`src/hdl/websocket_frame_deframer_defines.svh`:
```
// Assertion macros shared by the deframer RTL files.
`ifndef WEBSOCKET_FRAME_DEFRAMER_DEFINES_SVH
`define WEBSOCKET_FRAME_DEFRAMER_DEFINES_SVH

`ifndef SYNTHESIS

// Checks a property on every rising clock edge outside reset.
`define WSD_ASSERT(lbl, clk, rst_n, prop) \
    lbl: assert property (@(posedge clk) disable iff (!(rst_n)) (prop)) \
        else $error("deframer assertion failed");

// Checks a property on every rising clock edge, reset included.
`define WSD_ASSERT_ALWAYS(lbl, clk, prop) \
    lbl: assert property (@(posedge clk) (prop)) \
        else $error("deframer assertion failed");

`else

`define WSD_ASSERT(lbl, clk, rst_n, prop)
`define WSD_ASSERT_ALWAYS(lbl, clk, prop)

`endif

`endif

```
`src/hdl/wsd_pkg.sv`:
```
// Types and constants shared by the deframer modules.
`timescale 1ns / 1ps

package wsd_pkg;

    typedef enum logic [2:0] {
        PH_HDR0  = 3'd0,
        PH_HDR1  = 3'd1,
        PH_EXTHI = 3'd2,
        PH_EXTLO = 3'd3,
        PH_MASK  = 3'd4,
        PH_DATA  = 3'd5,
        PH_DEAD  = 3'd6
    } phase_t;

    typedef enum logic [1:0] {
        KIND_DATA  = 2'd0,
        KIND_EMPTY = 2'd1,
        KIND_ERROR = 2'd2
    } kind_t;

    localparam int unsigned KEY_BYTES = 4;
    localparam int unsigned KEY_IDX_W = 2;

    // Seven-bit length codes that announce an extended length.
    localparam logic [6:0] LEN_CODE_16 = 7'd126;
    localparam logic [6:0] LEN_CODE_64 = 7'd127;

    // One classified item handed from the parser to the output side.
    typedef struct packed {
        logic [7:0] raw;
        logic [7:0] key;
        kind_t      kind;
        logic [3:0] opcode;
        logic       fin;
        logic       last;
    } wsd_cmd_t;

endpackage

```
`src/hdl/wsd_front.sv`:
```
// Header parser: tracks frame state and classifies each received byte.
`timescale 1ns / 1ps

module wsd_front (
    input  logic              aclk,
    input  logic              aresetn,
    input  logic              s_tvalid,
    input  logic              q_ready,
    input  logic [7:0]        s_tdata,
    output logic              push,
    output wsd_pkg::wsd_cmd_t push_cmd
);
    import wsd_pkg::*;

    phase_t                 phase_reg, phase_next;
    logic                   fin_reg, fin_next;
    logic [3:0]             op_reg, op_next;
    logic                   masked_reg, masked_next;
    logic [15:0]            rem_reg, rem_next;
    logic [7:0]             key_reg [KEY_BYTES];
    logic [7:0]             key_next [KEY_BYTES];
    logic [KEY_IDX_W-1:0]   cnt_reg, cnt_next;

    logic                   fire;
    logic [6:0]             len7;
    logic [15:0]            ext_len;
    logic [15:0]            rem_dec;
    logic [KEY_IDX_W-1:0]   cnt_inc;

    assign fire    = s_tvalid & q_ready;
    assign len7    = s_tdata[6:0];
    assign ext_len = {rem_reg[15:8], s_tdata};
    assign rem_dec = rem_reg - 16'd1;
    assign cnt_inc = cnt_reg + KEY_IDX_W'(1);

    always_comb begin
        phase_next  = phase_reg;
        fin_next    = fin_reg;
        op_next     = op_reg;
        masked_next = masked_reg;
        rem_next    = rem_reg;
        cnt_next    = cnt_reg;
        for (int i = 0; i < KEY_BYTES; i++) begin
            key_next[i] = key_reg[i];
        end
        if (fire) begin
            case (phase_reg)
                PH_HDR0: begin
                    fin_next   = s_tdata[7];
                    op_next    = s_tdata[3:0];
                    phase_next = PH_HDR1;
                end
                PH_HDR1: begin
                    masked_next = s_tdata[7];
                    if (len7 == LEN_CODE_64) begin
                        phase_next = PH_DEAD;
                    end else if (len7 == LEN_CODE_16) begin
                        phase_next = PH_EXTHI;
                    end else begin
                        rem_next = {9'd0, len7};
                        cnt_next = '0;
                        if (s_tdata[7]) begin
                            phase_next = PH_MASK;
                        end else if (len7 == 7'd0) begin
                            phase_next = PH_HDR0;
                        end else begin
                            phase_next = PH_DATA;
                        end
                    end
                end
                PH_EXTHI: begin
                    rem_next   = {s_tdata, 8'h00};
                    phase_next = PH_EXTLO;
                end
                PH_EXTLO: begin
                    rem_next = ext_len;
                    cnt_next = '0;
                    if (masked_reg) begin
                        phase_next = PH_MASK;
                    end else if (ext_len == 16'd0) begin
                        phase_next = PH_HDR0;
                    end else begin
                        phase_next = PH_DATA;
                    end
                end
                PH_MASK: begin
                    key_next[cnt_reg] = s_tdata;
                    cnt_next          = cnt_inc;
                    if (cnt_inc == '0) begin
                        phase_next = (rem_reg == 16'd0) ? PH_HDR0 : PH_DATA;
                    end
                end
                PH_DATA: begin
                    cnt_next = cnt_inc;
                    rem_next = rem_dec;
                    if (rem_dec == 16'd0) begin
                        phase_next = PH_HDR0;
                    end
                end
                default: begin
                    // Discard state after an unsupported length: bytes are dropped.
                    phase_next = phase_reg;
                end
            endcase
        end
    end

    always_comb begin
        push            = 1'b0;
        push_cmd.raw    = 8'h00;
        push_cmd.key    = 8'h00;
        push_cmd.kind   = KIND_EMPTY;
        push_cmd.opcode = op_reg;
        push_cmd.fin    = fin_reg;
        push_cmd.last   = 1'b1;
        if (fire) begin
            case (phase_reg)
                PH_HDR1: begin
                    if (len7 == LEN_CODE_64) begin
                        push          = 1'b1;
                        push_cmd.kind = KIND_ERROR;
                    end else if (len7 != LEN_CODE_16 && !s_tdata[7] && len7 == 7'd0) begin
                        push = 1'b1;
                    end
                end
                PH_EXTLO: begin
                    push = !masked_reg && ext_len == 16'd0;
                end
                PH_MASK: begin
                    push = cnt_inc == '0 && rem_reg == 16'd0;
                end
                PH_DATA: begin
                    push          = 1'b1;
                    push_cmd.raw  = s_tdata;
                    push_cmd.key  = masked_reg ? key_reg[cnt_reg] : 8'h00;
                    push_cmd.kind = KIND_DATA;
                    push_cmd.last = rem_dec == 16'd0;
                end
                default: begin
                    push = 1'b0;
                end
            endcase
        end
    end

    always_ff @(posedge aclk) begin
        if (!aresetn) begin
            phase_reg  <= PH_HDR0;
            fin_reg    <= 1'b0;
            op_reg     <= 4'd0;
            masked_reg <= 1'b0;
            rem_reg    <= 16'd0;
            cnt_reg    <= '0;
            for (int i = 0; i < KEY_BYTES; i++) begin
                key_reg[i] <= 8'h00;
            end
        end else begin
            phase_reg  <= phase_next;
            fin_reg    <= fin_next;
            op_reg     <= op_next;
            masked_reg <= masked_next;
            rem_reg    <= rem_next;
            cnt_reg    <= cnt_next;
            for (int i = 0; i < KEY_BYTES; i++) begin
                key_reg[i] <= key_next[i];
            end
        end
    end

endmodule

```
`src/hdl/wsd_queue.sv`:
```
// Small FIFO between the header parser and the output stage.
`timescale 1ns / 1ps
`include "websocket_frame_deframer_defines.svh"

module wsd_queue #(
    parameter int unsigned DEPTH = 4
) (
    input  logic              aclk,
    input  logic              aresetn,
    input  logic              push,
    input  wsd_pkg::wsd_cmd_t push_cmd,
    output logic              ready,
    input  logic              pop,
    output logic              valid,
    output wsd_pkg::wsd_cmd_t pop_cmd
);
    import wsd_pkg::*;

    localparam int unsigned PTR_W = (DEPTH > 1) ? $clog2(DEPTH) : 1;
    localparam int unsigned CNT_W = $clog2(DEPTH + 1);
    localparam logic [PTR_W-1:0] PTR_LAST = PTR_W'(DEPTH - 1);
    localparam logic [CNT_W-1:0] CNT_FULL = CNT_W'(DEPTH);

    wsd_cmd_t         slot_reg [DEPTH];
    logic [PTR_W-1:0] wr_ptr_reg, wr_ptr_next;
    logic [PTR_W-1:0] rd_ptr_reg, rd_ptr_next;
    logic [CNT_W-1:0] count_reg, count_next;

    assign ready   = count_reg != CNT_FULL;
    assign valid   = count_reg != '0;
    assign pop_cmd = slot_reg[rd_ptr_reg];

    always_comb begin
        wr_ptr_next = wr_ptr_reg;
        rd_ptr_next = rd_ptr_reg;
        count_next  = count_reg;
        if (push) begin
            wr_ptr_next = (wr_ptr_reg == PTR_LAST) ? '0 : wr_ptr_reg + PTR_W'(1);
        end
        if (pop) begin
            rd_ptr_next = (rd_ptr_reg == PTR_LAST) ? '0 : rd_ptr_reg + PTR_W'(1);
        end
        if (push && !pop) begin
            count_next = count_reg + CNT_W'(1);
        end else if (pop && !push) begin
            count_next = count_reg - CNT_W'(1);
        end
    end

    always_ff @(posedge aclk) begin
        if (push) begin
            slot_reg[wr_ptr_reg] <= push_cmd;
        end
    end

    always_ff @(posedge aclk) begin
        if (!aresetn) begin
            wr_ptr_reg <= '0;
            rd_ptr_reg <= '0;
            count_reg  <= '0;
        end else begin
            wr_ptr_reg <= wr_ptr_next;
            rd_ptr_reg <= rd_ptr_next;
            count_reg  <= count_next;
        end
    end

    `WSD_ASSERT(a_count_bound, aclk, aresetn, count_reg <= CNT_FULL)
    `WSD_ASSERT(a_no_overflow, aclk, aresetn, !(push && !pop && count_reg == CNT_FULL))
    `WSD_ASSERT(a_no_underflow, aclk, aresetn, !(pop && count_reg == '0))

endmodule

```
`src/hdl/wsd_back.sv`:
```
// Output stage: unmasks payload bytes and holds each result until taken.
`timescale 1ns / 1ps
`include "websocket_frame_deframer_defines.svh"

module wsd_back (
    input  logic              aclk,
    input  logic              aresetn,
    input  logic              q_valid,
    input  wsd_pkg::wsd_cmd_t q_cmd,
    output logic              pop,
    output logic              m_tvalid,
    input  logic              m_tready,
    output logic [15:0]       m_tdata,
    output logic [1:0]        m_tuser,
    output logic              m_tlast
);
    import wsd_pkg::*;

    logic       valid_reg;
    logic [7:0] data_reg;
    kind_t      kind_reg;
    logic [3:0] op_reg;
    logic       fin_reg;
    logic       last_reg;
    logic       valid_next;

    assign pop        = q_valid && (!valid_reg || m_tready);
    assign valid_next = pop || (valid_reg && !m_tready);

    always_ff @(posedge aclk) begin
        if (!aresetn) begin
            valid_reg <= 1'b0;
        end else begin
            valid_reg <= valid_next;
        end
    end

    // Non-payload items carry a zero key and zero raw byte, so the XOR leaves zero.
    always_ff @(posedge aclk) begin
        if (pop) begin
            data_reg <= q_cmd.raw ^ q_cmd.key;
            kind_reg <= q_cmd.kind;
            op_reg   <= q_cmd.opcode;
            fin_reg  <= q_cmd.fin;
            last_reg <= q_cmd.last;
        end
    end

    assign m_tvalid = valid_reg;
    assign m_tdata  = {3'b000, fin_reg, op_reg, data_reg};
    assign m_tuser  = kind_reg;
    assign m_tlast  = last_reg;

    `WSD_ASSERT(a_single_last, aclk, aresetn,
        (valid_reg && kind_reg != KIND_DATA) |-> last_reg)
    `WSD_ASSERT(a_single_zero, aclk, aresetn,
        (valid_reg && kind_reg != KIND_DATA) |-> (data_reg == 8'h00))
    `WSD_ASSERT(a_error_ends, aclk, aresetn,
        (valid_reg && m_tready && kind_reg == KIND_ERROR) |=> !valid_reg)

endmodule

```
`src/hdl/websocket_frame_deframer.sv`:
```
// Top level of the WebSocket frame deframer.
`timescale 1ns / 1ps

// Takes a received WebSocket stream one byte per item on the s_ channel and
// gives one result item per payload byte on the m_ channel, unmasked with the
// frame's rotating key, with m_tlast on the final byte of each frame. A frame
// of length zero gives a single empty-frame item, and a 64-bit length gives
// one error item, after which all input is dropped until reset. Other header
// bytes give no result. The block takes one byte every cycle; the only stall
// on the input comes from the QUEUE_DEPTH-entry queue filling while the m_
// side holds m_tready low. Each result passes through the queue and then the
// output register before it appears on the m_ channel.
module websocket_frame_deframer #(
    parameter int unsigned QUEUE_DEPTH = 4
) (
    input  logic        aclk,
    input  logic        aresetn,
    input  logic        s_tvalid,
    output logic        s_tready,
    input  logic [7:0]  s_tdata,   // [7:0] byte_in
    output logic        m_tvalid,
    input  logic        m_tready,
    output logic [15:0] m_tdata,   // [7:0] data_byte, [11:8] frame_opcode, [12] final_frame
    output logic [1:0]  m_tuser,   // [1:0] kind
    output logic        m_tlast
);
    import wsd_pkg::*;

    logic     q_ready;
    logic     push;
    wsd_cmd_t push_cmd;
    logic     q_valid;
    logic     pop;
    wsd_cmd_t pop_cmd;

    assign s_tready = q_ready;

    wsd_front u_front (
        .aclk     (aclk),
        .aresetn  (aresetn),
        .s_tvalid (s_tvalid),
        .q_ready  (q_ready),
        .s_tdata  (s_tdata),
        .push     (push),
        .push_cmd (push_cmd)
    );

    wsd_queue #(
        .DEPTH (QUEUE_DEPTH)
    ) u_queue (
        .aclk     (aclk),
        .aresetn  (aresetn),
        .push     (push),
        .push_cmd (push_cmd),
        .ready    (q_ready),
        .pop      (pop),
        .valid    (q_valid),
        .pop_cmd  (pop_cmd)
    );

    wsd_back u_back (
        .aclk     (aclk),
        .aresetn  (aresetn),
        .q_valid  (q_valid),
        .q_cmd    (pop_cmd),
        .pop      (pop),
        .m_tvalid (m_tvalid),
        .m_tready (m_tready),
        .m_tdata  (m_tdata),
        .m_tuser  (m_tuser),
        .m_tlast  (m_tlast)
    );

endmodule

```
`config.mk`:
```
export PLATFORM = sky130hd
export DESIGN_NAME = websocket_frame_deframer
export DESIGN_NICKNAME = d
export VERILOG_FILES = /design/src/hdl/wsd_pkg.sv /design/src/hdl/wsd_front.sv /design/src/hdl/wsd_queue.sv /design/src/hdl/wsd_back.sv /design/src/hdl/websocket_frame_deframer.sv
export VERILOG_INCLUDE_DIRS = /design/src /design/src/hdl
export SDC_FILE = /design/constraint.sdc
export NUM_CORES = 1
export LEC_CHECK = 0
export BUFFER_PORTS_ARGS = -buffer_cell sky130_fd_sc_hd__buf_2
export CORE_ASPECT_RATIO = 1.1
export CORE_MARGIN = 3
export CORE_UTILIZATION = 30
export CTS_BUF_LIST = sky130_fd_sc_hd__clkbuf_8 sky130_fd_sc_hd__clkbuf_16
export DETAILED_ROUTE_END_ITERATION = 10
export GPL_TIMING_DRIVEN = 0
export PLACE_DENSITY = 0.45
export RECOVER_POWER = 25
export SLEW_MARGIN = 20
export SYNTH_ARGS = -nofsm -noshare
export SYNTH_HDL_FRONTEND = slang
export SYNTH_SLANG_ARGS = --single-unit
```
`constraint.sdc`:
```
create_clock -name aclk -period 5.1 [get_ports aclk]
set_input_delay 0 -clock aclk [delete_from_list [all_inputs] [get_ports aclk]]
set_output_delay 0 -clock aclk [all_outputs]
set_load 0.02 [all_outputs]
```
==> metrics.cfg <==
[synth]
synth_edf_count=112
yosys.area.top_type=edfxtp_1
syn_area_per_cell_um2=12.4
synth_top_area_share_pct=41.7
synth-main-ff-cell=edfxtp_1
async_flop_share_pct=0
syn_inst=648
ys_warn_count=0
synthDistinctLibCells=59
synthTopCellsByArea=edfxtp_1 (42%), dfxtp_1 (18%), mux4_2 (6.7%), xor2_1 (3.7%), a21boi_0 (3.5%)
ys_seq_area_share_pct=59.3
ys_ff_latch=183
netlist_area_um2=8060

[finish]
largest_register_ffs=96
diodes=0
finalInstanceArea_um2=9240
drive_above_1_share_pct=11.7
area_growth_pct=14.6
final_nets=724

[worst_setup_path]
end_kind=flip-flop
path_common_cell=inv_1
cpMaxStageDelayCell=a21oi_1
critical_path.cell_chain=nor3_1, a21oi_1, inv_1, ha_1, inv_1, fa_1, xor2_1, or3_1, a21boi_0
required_ps=5450
crit_fanout=18
crit_path_start_kind=flip-flop
critPathKind=reg2reg
arrival_ps=3690
cpPeakStageDelay_ps=1390

[floorplanning]
chipHeight_um=178
core_area_um2=26300
io_pins=33
core.rowCount=62
die_x_um=162
dieArea_um2=28900
start_util_pct=30.7

[global_route]
grt_pass1_vias=5192
overflow=0
groute.usage.overall_pct=13.6
antenna_found_initial=0
grt_pass1_wl_mm=30.0
grt_max_degree=25

[status]
violations=capacitance limit, slew limit
status=complete, but fails checks

[timing]
timing.final.hold_violations=0
setup_viol=0
slew_violations=19
fin_setup_tns_ps=0
slew_headroom_pct=-24.3
fin_crit_sh_pct=65.6
min_period_ps=3350
timing_worst_slew_pin_value_ps=1860
rsz0062_at_grt=no
finalWorstSetupSlack_ps=1750
fin_hold_ws_ps=82.7
fmax_mhz=299
skew_ps=16.9

[clock_network]
cts_inserted_buffers=17
clk_latency_ps=430
cts_root_buffer=clkbuf_16
post_cts_resized=0
h-tree-depth=4
tritoncts=built
cts_buffer_depth=2
cts_setup_buffers=0
cts_sinks=183
path_clk_slew_ps=80

[run]
cap_violations=1

[routing]
via_count=5169
wl_mm=18.9
via_per_inst=4.86
postRouteAntennaNets=0
drc=0
drtIter0Drc=294
dr.pass1.iters=5
wl_per_cell_um=17.8

[placed_design]
pre_cts_ws_ps=1940
dpl.hpwl_mm=13.0
placed_cell_area_um2=8670
portBuffers=28
gp_routability_congestion=0.857

[pwr]
total_power_w=0.00396
peakVddDrop_mv=0.185
powerDensity_nw_per_um2=428
p_leak_nw=3.13

[worst_hold_path]
hold_path_class=in2reg

worst max-delay path, delay by kind of cell, from the launching register on:
family,cells,cell delay [ps]
adder cells (fa/ha/maj),2,500
flip-flops,1,410
AND/OR/NAND/NOR,2,400
XOR/XNOR,1,70
AO/OA/AOI/OAI,2,1550
buffers and inverters,2,350
synthesized netlist by cell type (8+ instances only):
| library cell | instances |
|---|---|
| and3_1 | 18 |
| nor2b_1 | 12 |
| a21boi_0 | 38 |
| mux4_2 | 24 |
| o21ai_0 | 16 |
| xor2_1 | 34 |
| clkbuf_1 | 37 |
| and2_1 | 8 |
| nor2_1 | 18 |
| inv_1 | 13 |
| ha_1 | 13 |
| nor3_1 | 13 |
| edfxtp_1 | 112 |
| xnor2_1 | 10 |
| a21oi_1 | 14 |
| nand3_1 | 44 |
| nand2_1 | 61 |
| mux2i_1 | 9 |
| dfxtp_1 | 71 |
layer usage:
layer	global-route usage, %	up-vias	share of wire, %
li1	-	2492	-
met1	17.6	2567	45
met2	23.2	94	50
met3	2.59	16	3.0
met4	3.87	0	1.3
met5	0	-	0
worst paths after layout:
kind / start / endpoint / slack, ps / cells past startpoint
setup / recovery: u_queue.count_reg[0] / u_queue.count_reg[2] / 1750 / 9
hold / removal: aresetn / u_front.rem_reg[9] / 80 / 3
setup reg to reg: u_queue.count_reg[0] / u_queue.count_reg[2] / 1750 / 9
hold reg to reg: u_front.key_reg[1][3] / u_front.key_reg[1][3] / 470 / 2
where the power goes:
part,switching [W],internal [W]
Combinational,0.000527,0.000315
Clock,0.000625,0.000703
Sequential,0.0000611,0.00172
layout by cell type, fill, tap and decap left out, drive strengths merged, types with 3 or more instances in the layout:
cell / Yosys / routed
a21boi: 39 / 39
xor2: 34 / 34
nand4: 7 / 7
nor2: 18 / 18
o21ai: 16 / 16
nand3: 44 / 44
inv: 13 / 22
xnor2: 10 / 10
ha: 13 / 13
a31oi: 5 / 5
clkinv: 1 / 4
clkbuf: 37 / 72
mux2i: 9 / 9
nor4: 10 / 10
nand2: 61 / 61
and2: 8 / 8
nor2b: 12 / 12
dfxtp: 71 / 71
mux4: 24 / 24
nor3: 14 / 14
and3: 18 / 18
a22oi: 4 / 4
edfxtp: 112 / 112
a21oi: 14 / 14
buf: 10 / 20
o211ai: 3 / 3
o2bb2ai: 4 / 4
or4: 4 / 4
conb: 1 / 3
logic make-up after synthesis:
logic type | share of synthesized area (%)
AO/OA/AOI/OAI | 8.78
XOR/XNOR | 4.78
adder cells (fa/ha/maj) | 2.27
buffers and inverters | 3.15
flip-flops | 59.3
multiplexers | 7.82
other | 0.0465
AND/OR/NAND/NOR | 13.8
cell type report:
cell class	instances	area, um^2
plain buffers	47	201
well taps	352	440
clock buffers	17	425
fillers	2553	17100
inverters	14	52.6
clock inverters	15	173
flip-flops and latches	183	4780
multi-input cells	406	3040
repair buffers	29	128
metrics by stage:
stage / cells / utilization, %
floorplan: 650 / -
global placement: 1030 / 32.9
detailed placement: 1030 / 33.0
CTS: 1063 / 35.3
global route: 1063 / 35.1
finish: 1063 / 35.1
repair_timing:
| item | CTS | global route |
|---|---|---|
| hold buffers | 1 | 0 |
| setup endpoints to repair | 0 | 0 |
| endpoints found under the hold margin | 1 | 0 |
No activity file was read; power rests on OpenSTA's default activity.
